## src/rtl/assert_macros.svh

```systemverilog
`ifndef ASSERT_MACROS_SVH
`define ASSERT_MACROS_SVH
// Clocked checks on clk, disabled while rst_n is low.
`ifndef SYNTHESIS
`define APR_ASSERT_NOW(label, prop) \
    label: assert property (@(posedge clk) disable iff (!rst_n) (prop)) \
        else $error("assertion failed");
`define APR_ASSERT_NEXT(label, ante, cons) \
    label: assert property (@(posedge clk) disable iff (!rst_n) (ante) |=> (cons)) \
        else $error("assertion failed");
`else
`define APR_ASSERT_NOW(label, prop)
`define APR_ASSERT_NEXT(label, ante, cons)
`endif
`endif

```

## src/rtl/apr_pkg.sv

```systemverilog
`default_nettype none
package apr_pkg;

    // Opcodes carried in tuser
    localparam logic [2:0] OP_TOT   = 3'd0;
    localparam logic [2:0] OP_SCAT  = 3'd1;
    localparam logic [2:0] OP_WGT   = 3'd2;
    localparam logic [2:0] OP_FLUX  = 3'd3;
    localparam logic [2:0] OP_CMP   = 3'd4;
    localparam logic [2:0] OP_EMIT  = 3'd5;

    // Multiplier operand selects for the finishing phase
    localparam logic [2:0] MS_NONE = 3'd0;
    localparam logic [2:0] MS_W    = 3'd1;
    localparam logic [2:0] MS_M    = 3'd2;
    localparam logic [2:0] MS_P00  = 3'd3;
    localparam logic [2:0] MS_P01  = 3'd4;
    localparam logic [2:0] MS_P10  = 3'd5;
    localparam logic [2:0] MS_P11  = 3'd6;

    // round(2^32 / (4*pi))
    localparam logic signed [32:0] INV4PI = 33'sd341782638;

    localparam logic signed [63:0] S64_MAX = 64'sh7FFF_FFFF_FFFF_FFFF;
    localparam logic signed [63:0] S64_MIN = 64'sh8000_0000_0000_0000;

    typedef struct packed {
        logic       ready;
        logic       accept;
        logic       do_load;
        logic       do_emit;
        logic       set_err;
        logic       rd_head;
        logic       rd_scat;
        logic [7:0] j;
        logic [2:0] mul_sel;
        logic       cap_qw;
        logic       cap_m;
        logic       cap_p_en;
        logic [1:0] cap_p_idx;
        logic       do_cmb;
        logic       do_rnd;
        logic       do_acc;
    } apr_cmd_t;

    typedef struct packed {
        logic [2:0] op;
        logic       cmp_err;
        logic       n_zero;
        logic [7:0] n_last;
        logic       out_full;
    } apr_stat_t;

    function automatic int addr_w(input int depth);
        return (depth > 1) ? $clog2(depth) : 1;
    endfunction

    function automatic logic signed [63:0] sat_add64(input logic signed [63:0] a,
                                                     input logic signed [63:0] b);
        logic signed [64:0] s;
        s = {a[63], a} + {b[63], b};
        if (s[64] != s[63])
            return s[64] ? S64_MIN : S64_MAX;
        return s[63:0];
    endfunction

    function automatic logic signed [63:0] sat_sub64(input logic signed [63:0] a,
                                                     input logic signed [63:0] b);
        logic signed [64:0] s;
        s = {a[63], a} - {b[63], b};
        if (s[64] != s[63])
            return s[64] ? S64_MIN : S64_MAX;
        return s[63:0];
    endfunction

    function automatic logic [63:0] mag64(input logic signed [63:0] x);
        return x[63] ? (64'd0 - 64'(x)) : 64'(x);
    endfunction

endpackage
`default_nettype wire

```

## src/rtl/apr_ctrl.sv

```systemverilog
`default_nettype none
module apr_ctrl
    import apr_pkg::*;
(
    input  wire logic      clk,
    input  wire logic      rst_n,
    input  wire logic      in_valid,
    input  wire apr_stat_t stat,
    output apr_cmd_t       cmd
);

    localparam logic [3:0] S_IDLE  = 4'd0;
    localparam logic [3:0] S_DISP  = 4'd1;
    localparam logic [3:0] S_LOOP  = 4'd2;
    localparam logic [3:0] S_DRAIN = 4'd3;
    localparam logic [3:0] S_W1    = 4'd4;
    localparam logic [3:0] S_W2    = 4'd5;
    localparam logic [3:0] S_W3    = 4'd6;
    localparam logic [3:0] S_W4    = 4'd7;
    localparam logic [3:0] S_PP0   = 4'd8;
    localparam logic [3:0] S_PP1   = 4'd9;
    localparam logic [3:0] S_PP2   = 4'd10;
    localparam logic [3:0] S_PP3   = 4'd11;
    localparam logic [3:0] S_PP4   = 4'd12;
    localparam logic [3:0] S_CMB   = 4'd13;
    localparam logic [3:0] S_RND   = 4'd14;
    localparam logic [3:0] S_ACC   = 4'd15;

    logic [3:0] state_reg, state_next;
    logic [7:0] j_reg, j_next;

    always_ff @(posedge clk or negedge rst_n)
    begin
        if (!rst_n)
        begin
            state_reg <= S_IDLE;
            j_reg     <= 8'd0;
        end
        else
        begin
            state_reg <= state_next;
            j_reg     <= j_next;
        end
    end

    // Sequencer: dispatch, scatter row walk, then finishing multiplies
    always_comb
    begin
        cmd        = '0;
        cmd.j      = j_reg;
        state_next = state_reg;
        j_next     = j_reg;
        unique case (state_reg)
            S_IDLE:
            begin
                cmd.ready  = 1'b1;
                cmd.accept = in_valid;
                if (in_valid)
                    state_next = S_DISP;
            end
            S_DISP:
            begin
                case (stat.op) inside
                    OP_TOT, OP_SCAT, OP_WGT, OP_FLUX:
                    begin
                        cmd.do_load = 1'b1;
                        state_next  = S_IDLE;
                    end
                    OP_CMP:
                    begin
                        if (stat.cmp_err)
                        begin
                            cmd.set_err = 1'b1;
                            state_next  = S_IDLE;
                        end
                        else
                        begin
                            cmd.rd_head = 1'b1;
                            j_next      = 8'd0;
                            state_next  = stat.n_zero ? S_DRAIN : S_LOOP;
                        end
                    end
                    OP_EMIT:
                    begin
                        if (!stat.out_full)
                        begin
                            cmd.do_emit = 1'b1;
                            state_next  = S_IDLE;
                        end
                    end
                    default: state_next = S_IDLE;
                endcase
            end
            S_LOOP:
            begin
                cmd.rd_scat = 1'b1;
                if (j_reg == stat.n_last)
                    state_next = S_DRAIN;
                else
                    j_next = j_reg + 8'd1;
            end
            S_DRAIN: state_next = S_W1;
            S_W1:
            begin
                cmd.mul_sel = MS_W;
                state_next  = S_W2;
            end
            S_W2:
            begin
                cmd.cap_qw = 1'b1;
                state_next = S_W3;
            end
            S_W3:
            begin
                cmd.mul_sel = MS_M;
                state_next  = S_W4;
            end
            S_W4:
            begin
                cmd.cap_m  = 1'b1;
                state_next = S_PP0;
            end
            S_PP0:
            begin
                cmd.mul_sel = MS_P00;
                state_next  = S_PP1;
            end
            S_PP1:
            begin
                cmd.mul_sel   = MS_P01;
                cmd.cap_p_en  = 1'b1;
                cmd.cap_p_idx = 2'd0;
                state_next    = S_PP2;
            end
            S_PP2:
            begin
                cmd.mul_sel   = MS_P10;
                cmd.cap_p_en  = 1'b1;
                cmd.cap_p_idx = 2'd1;
                state_next    = S_PP3;
            end
            S_PP3:
            begin
                cmd.mul_sel   = MS_P11;
                cmd.cap_p_en  = 1'b1;
                cmd.cap_p_idx = 2'd2;
                state_next    = S_PP4;
            end
            S_PP4:
            begin
                cmd.cap_p_en  = 1'b1;
                cmd.cap_p_idx = 2'd3;
                state_next    = S_CMB;
            end
            S_CMB:
            begin
                cmd.do_cmb = 1'b1;
                state_next = S_RND;
            end
            S_RND:
            begin
                cmd.do_rnd = 1'b1;
                state_next = S_ACC;
            end
            S_ACC:
            begin
                cmd.do_acc = 1'b1;
                state_next = S_IDLE;
            end
            default: state_next = S_IDLE;
        endcase
    end

endmodule
`default_nettype wire

```

## config.mk

```make
export PLATFORM = sky130hd
export DESIGN_NAME = apr_ctrl
export DESIGN_NICKNAME = d
export VERILOG_FILES = /design/src/rtl/assert_macros.svh /design/src/rtl/apr_pkg.sv /design/src/rtl/apr_ctrl.sv
export SDC_FILE = /design/constraint.sdc
export NUM_CORES = 1
export LEC_CHECK = 0
export BUFFER_PORTS_ARGS = -buffer_cell sky130_fd_sc_hd__buf_2
export CAP_MARGIN = 20
export CELL_PAD_IN_SITES_DETAIL_PLACEMENT = 1
export CELL_PAD_IN_SITES_GLOBAL_PLACEMENT = 1
export CORE_MARGIN = 2
export CORE_UTILIZATION = 35
export CTS_CLUSTER_SIZE = 12
export DETAILED_ROUTE_END_ITERATION = 12
export GPL_TIMING_DRIVEN = 0
export PLACE_DENSITY = 0.91
export SLEW_MARGIN = 20
export SYNTH_ARGS = -nofsm -noshare
export SYNTH_HDL_FRONTEND = slang
export SYNTH_SLANG_ARGS = --single-unit
```

## constraint.sdc

```tcl
create_clock -name clk -period 3.5 [get_ports clk]
set_input_delay 0.525 -clock clk [delete_from_list [all_inputs] [get_ports clk]]
set_output_delay 0.525 -clock clk [all_outputs]
set_load 0.05 [all_outputs]
```

======== Word level (Yosys, flattened, before mapping) ========
Index checks and enable logic that the tools add are counted.
storage, ports and cells
  register bits ........................... 12
  bits in latches ......................... 0
  bits in writable memories ............... 0
  bits in read-only memories .............. 0
  input port bits ......................... 17
  logic and storage cells ................. 70
  memories kept ........................... 0
cells by class
  add/sub/neg operators ................... 1
  multipliers ............................. 0
  divide/modulo/power cells ............... 0
  order comparisons ....................... 0
  eq/ne operators ......................... 28
  shifts and indexed selects .............. 0
  mux-type cells .......................... 33
  bitwise operators ....................... 0
  reductions and logical operators ........ 6
operator list
  cell                                                   count
  case mux 4 bit (16 select lines)                       1
  == test 4 bit, second input constant                   8
  2-to-1 mux 8 bit                                       4
  2-to-1 mux 4 bit                                       7
  case mux 3 bit (6 select lines)                        1
  == test 4 x 3 -> 1 bit, second input constant          4
  case mux 8 bit (2 select lines)                        1
  2-to-1 mux 1 bit                                       14
  inequality test 2 bit, second input constant           6
  case mux 3 bit (4 select lines)                        1
  adder 8 x 1 -> 8 bit, second input constant            1
  == test 4 x 2 -> 1 bit, second input constant          2
  == test 8 bit                                          1
  2-to-1 mux 2 bit                                       4
  == test 3 x 2 -> 1 bit, second input constant          2
  == test 3 bit, second input constant                   2
  inequality test 5 x 4 -> 1 bit, second input constant  1
  AND reduction 5 bit                                    1
  == test 4 x 1 -> 1 bit, second input constant          1
  zero test 4 bit                                        1
  OR reduction 4 bit                                     1
  == test 3 x 1 -> 1 bit, second input constant          1
  zero test 3 bit                                        1
  AND reduction 3 bit                                    1
  nonzero test 2 bit                                     1

======== Depth between registers and ports, before layout ========
Gate-level depths: netlist of the first run.
  depth after elaboration ................. 5
  mapped depth ............................ 9
  depth with buffers taken out ............ 6

======== Worst setup path after synthesis of the first run ========
No wires, ideal clock.
  path kind ............................... register to output
  start ................................... register state_reg[0]
  end ..................................... output cmd[24] (netlist name)
  arrival time ............................ 2.817 ns
  data required time ...................... 2.975 ns
  setup slack ............................. 0.158 ns
  stages on the path, launching flop included .. 4
  path buffers ............................ 1
  cells stage by stage .................... dfrtp_1 clkbuf_1 nor4_1 and2_1
RTL lines
  what                    line            text
  from (decl)             apr_ctrl.sv:29  logic [3:0] state_reg, state_next;
  from (signal assigned)  apr_ctrl.sv:41  state_reg <= state_next;
  to (decl)               apr_ctrl.sv:9   output apr_cmd_t cmd

==> flow_metrics.py, run 1 <==
metrics = {
    "synth": {
        "ys_types": 41,
        "synth_top_family_by_area": "simple AND/OR/NAND/NOR gates",
        "yosys_most_used_dff": "dfrtp_1",
        "synth_area_um2": 985,
        "synth.area.top_cells": "dfrtp_1 30%, xor2_1 7.1%, nor2_1 6.1%",
        "synth-edff-count": 0,
        "yosys_warnings": 0,
        "synth-seq-cells": 12,
        "postSynthAreaPerCell_um2": 8.21,
        "synthMuxAreaShare_pct": 1.52,
        "synthAdderAreaFrac_pct": 1.27,
        "yosysSeqAreaShare_pct": 30.5,
        "synth_largest_area_cell": "dfrtp_1",
        "ys_async_sr_fraction_pct": 100,
        "synth-simple-area-share_pct": 33.4,
        "synthCells": 120,
        "syn_nets": 138,
        "synthXorXnorAreaFrac_pct": 9.78,
        "synth_top_area_share_pct": 30.5,
        "synth-compound-area-share_pct": 18.3,
    },
    "grt": {
        "grt_pass1_vias": 1129,
        "grt_overflow": 0,
        "grt_pass1_wl_um": 5180,
        "globalRouteTotalUtil_pct": 20.4,
        "grt_max_degree": 13,
        "antenna_found_initial": 0,
    },
    "floorplanning": {
        "core_mm2": 0.00271,
        "die_height_um": 57.0,
        "die_area_mm2": 0.00325,
        "initial_core_util_pct": 36.3,
        "rows": 19,
        "fp.dieW_um": 57.0,
        "io_pins": 43,
    },
    "clock_tree": {
        "clk_path_buf_depth": 2,
        "clkTransAtPathRegs_ns": 0.09,
        "post_cts_buffers": 0,
        "cts_tree": "yes",
        "numCtsBuffers": 3,
        "cts_hold_buf": 0,
        "cts_resized": 0,
        "cts.sinks": 12,
        "clk_latency_ns": 0.30,
        "htree_levels": 1,
        "root_buffer": "clkbuf_4",
    },
    "routing": {
        "routed_wl_um": 3050,
        "ant_nets": 0,
        "via_per_inst": 5.48,
        "dr_total_vias": 1079,
        "drtIter0Drc": 20,
        "wl_per_cell_um": 15.5,
        "drt_first_pass_iters": 4,
        "drc": 0,
    },
    "min_path": {
        "hold_class": "primary input to async pin",
    },
    "power": {
        "internal_power_uw": 521,
        "clockPowerShare_pct": 9.3,
        "ir_drop_mv": 0.501,
        "power_density_mw_per_mm2": 1020,
        "switching_power_uw": 769,
        "leakage_nw": 0.655,
        "share_comb_of_total_power_pct": 71.2,
        "swShare_pct": 59.6,
        "p_seq_share_pct": 19.5,
    },
    "worst_setup_path": {
        "crit_arrival_ns": 2.18,
        "critPathLaunchType": "flop",
        "r2r_slack_ns": 1.37,
        "path_class": "flop to output port",
        "required_ns": 2.97,
        "cp-end-kind": "output port",
        "worstPathMaxFanout": 10,
    },
    "sta": {
        "slew_headroom_pct": 67.4,
        "finalCritPeriodShare_pct": 77.2,
        "min_period_ns": 2.70,
        "worst_pin_slew_ns": 0.489,
        "rsz0062_at_grt": "no",
        "finClkSkew_ns": 0.0105,
        "finalSetupTns_ns": 0,
        "fmax_mhz": 370,
        "hold_viol_final": 0,
        "slew_violations": 0,
        "finalSetupViolCount": 0,
    },
    "place": {
        "dp_cells": 193,
        "port_buffers": 42,
        "gp_congestion": 0.742,
        "dp_hpwl_um": 2200,
    },
    "final_layout": {
        "diodes": 0,
        "layout-drive-gt1-share_pct": 35.5,
        "nets": 185,
        "largest_register_ffs": 8,
        "final_util_pct": 46.9,
        "regArea_um2": 300,
        "area_growth_pct": 29.0,
        "multiInputGateArea_um2": 633,
        "instances_no_fill": 197,
        "fillers": 361,
    },
    "run": {
        "cap_viol_max_count": 0,
    },
    "run_status": {
        "status": "completed",
    },
}
==> worst paths after layout <==
path / startpoint / to / cells past startpoint
min in group clk: stat[0] / state_reg[0]$_DFFE_PN0P_ / 2
max reg2reg: j_reg[3]$_DFFE_PN0P_ / j_reg[5]$_DFFE_PN0P_ / 6
max in group asynchronous: rst_n / state_reg[2]$_DFFE_PN0P_ / 1
min reg2reg: j_reg[1]$_DFFE_PN0P_ / j_reg[1]$_DFFE_PN0P_ / 1
max: state_reg[3]$_DFFE_PN0P_ / cmd[20] / 5
min: rst_n / j_reg[5]$_DFFE_PN0P_ / 1
==> worst max-delay path, cell delays in order, from the launching register on <==
cell,delay (ns)
dfrtp_1,0.38
buf_4,0.17
or4b_4,0.57
nor3b_2,0.30
and2_1,0.20
buf_2,0.27
==> power by group through the flow <==
stage | sequential (mW) | combinational [mW] | clock [mW]
floorplan | 0.351 | 0.610 | 0
global placement | 0.245 | 0.878 | 0
detailed placement | 0.254 | 0.905 | 0
CTS | 0.251 | 0.919 | 0.119
global route | 0.262 | 0.991 | 0.126
finish | 0.252 | 0.919 | 0.120
==> per-layer routing <==
layer  part of all wire [%]  track usage (%)  up-vias
li1                       -                -      514
met1                     43             25.6      529
met2                     51             35.1       27
met3                    2.9             2.04        9
met4                    3.3             9.30        0
met5                      0                0        -
==> Yosys cell counts (all sizes together) (2+ instances only) <==
cell	instances
nor2	16
nand2	13
dfrtp	12
xor2	8
nand3	6
buf	5
nand2b	5
o21ai	5
a21oi	4
a31o	4
and2	4
a31oi	3
clkbuf	3
nor2b	3
nor4	3
xnor2	3
a22o	2
a32o	2
inv	2
nand4	2
nor3b	2
==> area by class of cell <==
| type | instances | area share, % |
|---|---|---|
| Inverter | 2 | 0.591 |
| Tap cell | 31 | 3.05 |
| Sequential cell | 12 | 23.6 |
| Timing Repair Buffer | 42 | 16.6 |
| Clock buffer | 4 | 2.86 |
| Multi-Input combinational cell | 98 | 49.9 |
| Buffer | 8 | 3.45 |
==> per-stage QoR <==
step / power (mW) / area, um2 / worst slack (ns) / hold WS [ns]
4_1_cts: 1.29 / 1270 / 0.795 / 0.105
5_1_grt: 1.38 / 1270 / 0.678 / 0.105
3_3_place_gp: 1.12 / 1230 / 1.16 / 0.417
2_1_floorplan: 0.961 / 985 / 0.158 / 0.229
6_report: 1.29 / 1270 / 0.797 / 0.0925
3_5_place_dp: 1.16 / 1230 / 1.11 / 0.426
==> placed cells by master (no fill, tap or decap), types with 2 or more instances in the layout <==
master     n
buf_2     44
nor4_2     2
xor2_1     8
a31o_1     4
nor2_1    16
a31oi_1    3
clkbuf_1   3
a21oi_1    4
nand2_1   13
and2_1     4
nand3_1    6
clkbuf_4   3
o21ai_0    4
nand4_1    2
nand2b_1   5
a32o_1     2
a22o_1     2
dfrtp_1   12
nor2b_1    3
xnor2_1    3
==> cell families after synthesis <==
kind of cell	after synthesis
fa+ha+maj	1
flops	12
buf+inv	10
xor+xnor	11
simple gates	60
compound gates	25
mux	1
Note: power is estimated with default switching activity, not from simulation.
==> inputs of run 2 (changes only) <==
Settings changed: ABC_AREA set to 1, CORE_UTILIZATION 35 to 32, PLACE_DENSITY 0.91 to 0.87.
Clock period 3.5 ns to 2.78 ns, I/O delays scaled along.
==> flow_metrics.py, run 2 <==
metrics = {
    "sta": {
        "fmax_mhz": 512,
        "finalSetupViolCount": 0,
        "worst_pin_slew_ns": 0.272,
        "slew_headroom_pct": 81.8,
        "rsz0062_at_grt": "no",
        "slew_violations": 0,
        "finClkSkew_ns": 0.00170,
        "min_period_ns": 1.95,
        "finalCritPeriodShare_pct": 70.2,
        "hold_viol_final": 0,
        "finalSetupTns_ns": 0,
    },
    "synth": {
        "synth_most_common_cell": "nand2_1",
        "synthCells": 159,
        "synth_top_area_share_pct": 28.5,
        "synth-edff-count": 0,
        "synth_area_mm2": 0.00105,
        "synth.area.top_cells": "dfrtp_1 29%, nand2_1 17%, inv_1 8.6%",
        "synth-seq-cells": 12,
        "yosys_warnings": 0,
        "postSynthAreaPerCell_um2": 6.63,
        "synth_common_cells": "48 x nand2_1, 24 x inv_1, 20 x nor2_1",
        "synth_largest_area_cell": "dfrtp_1",
        "yosys_most_used_dff": "dfrtp_1",
        "ys_types": 24,
        "yosysSeqAreaShare_pct": 28.5,
        "ys_async_sr_fraction_pct": 100,
        "syn_nets": 177,
    },
    "worst_setup_path": {
        "worst-path-buf-inv": 3,
        "crit_path_max_incr_delay_ns": 0.45,
        "required_ns": 2.36,
        "crit_path_cell_trace": "inv_2, nand2_4, nor2_4, nand3_4, inv_1, buf_2",
        "crit_arrival_ns": 1.53,
        "cp-end-kind": "output port",
        "worstPathMaxFanout": 5,
        "path_class": "flop to output port",
        "cpLargestDelayFamily": "flip-flops",
        "crit_slowest_cell": "dfrtp_1",
        "r2r_start": "j_reg[0]$_DFFE_PN0P_",
        "crit_start": "state_reg[2]$_DFFE_PN0P_",
        "critPathLaunchType": "flop",
    },
    "power": {
        "ir_drop_mv": 0.503,
        "leakage_nw": 0.785,
        "finalPower_mw": 1.28,
        "power_density_mw_per_mm2": 946,
    },
    "routing": {
        "drc": 0,
        "ant_nets": 0,
        "drt_first_pass_iters": 4,
        "routed_wl_um": 2720,
        "via_per_inst": 4.57,
        "wl_per_cell_um": 10.9,
        "dr_total_vias": 1137,
        "drtIter0Drc": 22,
    },
    "grt": {
        "grt_use_met2_pct": 26.6,
        "grt_pass1_vias": 1077,
        "grt_overflow": 0,
        "met1_usage_pct": 21.3,
        "grt_max_degree": 13,
        "globalRouteTotalUtil_pct": 16.0,
        "antenna_found_initial": 0,
        "met3_usage_pct": 3.15,
        "grt.busiest_layer": "met2",
        "grt_pass1_wl_um": 4590,
    },
    "final_layout": {
        "area_growth_pct": 28.6,
        "layout-drive-gt1-share_pct": 30.2,
        "largest_register_ffs": 8,
        "final_cell_area_mm2": 0.00136,
        "layout_commonest_cell": "nand2_1",
        "diodes": 0,
        "final_cell_mix": "48 x nand2_1, 42 x buf_2, 24 x inv_1",
        "nets": 224,
        "fillers": 449,
    },
    "floorplanning": {
        "initial_core_util_pct": 34.0,
        "die_area_mm2": 0.00377,
        "rows": 20,
        "core_mm2": 0.00310,
        "die_height_um": 61.4,
        "fp.dieW_um": 61.4,
        "io_pins": 43,
    },
    "run_status": {
        "status": "completed",
    },
    "clock_tree": {
        "cts_resized": 0,
        "clkTransAtPathRegs_ns": 0.07,
        "numCtsBuffers": 3,
        "post_cts_buffers": 0,
        "clk_path_buf_depth": 2,
        "cts_hold_buf": 0,
        "root_buffer": "clkbuf_4",
        "cts.sinks": 12,
        "clk_latency_ns": 0.27,
        "htree_levels": 1,
        "cts_tree": "yes",
    },
    "place": {
        "dp_hpwl_um": 2210,
        "gp_congestion": 0.770,
        "place_area_mm2": 0.00132,
        "port_buffers": 42,
    },
    "run": {
        "cap_viol_max_count": 0,
    },
    "min_path": {
        "hold_class": "primary input to async pin",
    },
}
==> run 2: cell types whose count changed after synthesis, moves of 4 or more <==
cell      change
inv_1        +23
nand2_1      +35
and2_1        -4
nand2_4       +4
nor2_1        +4
a31o_1        -4
nand2b_1      -5
nand3_1       +8
xor2_1        -6
==> run 2: cells by family after synthesis <==
family                     after synthesis  share of synthesized area [%]
buffers and inverters                   29                           11.0
adders and majority gates                1                           1.19
and+or+nand+nor                        100                           48.1
xor gates and xnor gates                 8                           6.65
AOI/OAI and AO/OA                        9                           4.51
DFF                                     12                           28.5
==> run 2: per-stage QoR <==
| stage | std cells | utilization [%] | setup WS, ns | hold slack (ns) |
|---|---|---|---|---|
| after floorplan | 159 | - | 0.615 | 0.121 |
| after global placement | 245 | 42.5 | 1.13 | 0.309 |
| after detailed placement | 245 | 42.5 | 1.13 | 0.310 |
| after CTS | 249 | 43.7 | 0.811 | 0.00879 |
| after global routing | 249 | 43.7 | 0.712 | 0.0116 |
| final | 249 | 43.7 | 0.828 | 0.00847 |
==> run 2: metal layers <==
metal  up-vias  routed length, um
li1        585                  -
met3         2                115
met1       526               1280
met4         0                 12
met5         -                  0
met2        24               1310
==> run 2: path summary, 6_finish.rpt <==
check	end	slack, ns	depth (start not counted)
setup / recovery	cmd[20]	0.83	6
hold / removal	state_reg[3]$_DFFE_PN0P_	0.008	1
setup reg to reg	j_reg[6]$_DFFE_PN0P_	1.33	9
hold reg to reg	j_reg[7]$_DFFE_PN0P_	0.58	2
max in group asynchronous	state_reg[2]$_DFFE_PN0P_	2.56	1
min in group clk	state_reg[0]$_DFFE_PN0P_	0.46	3
==> run 2: cell type report <==
cell class / instances / area (um2) / share of cell area, %
multi-input cells: 118 / 637 / 47.0
plain buffers: 1 / 11.3 / 0.831
repair buffers: 42 / 210 / 15.5
inverters: 28 / 105 / 7.76
well taps: 44 / 55.1 / 4.06
clock buffers: 4 / 36.3 / 2.68
flip-flops and latches: 12 / 300 / 22.2
==> run 2: power breakdown <==
part	internal, mW	switching [mW]
combinational	0.203	0.649
clock	0.0796	0.0564
sequential	0.221	0.0740
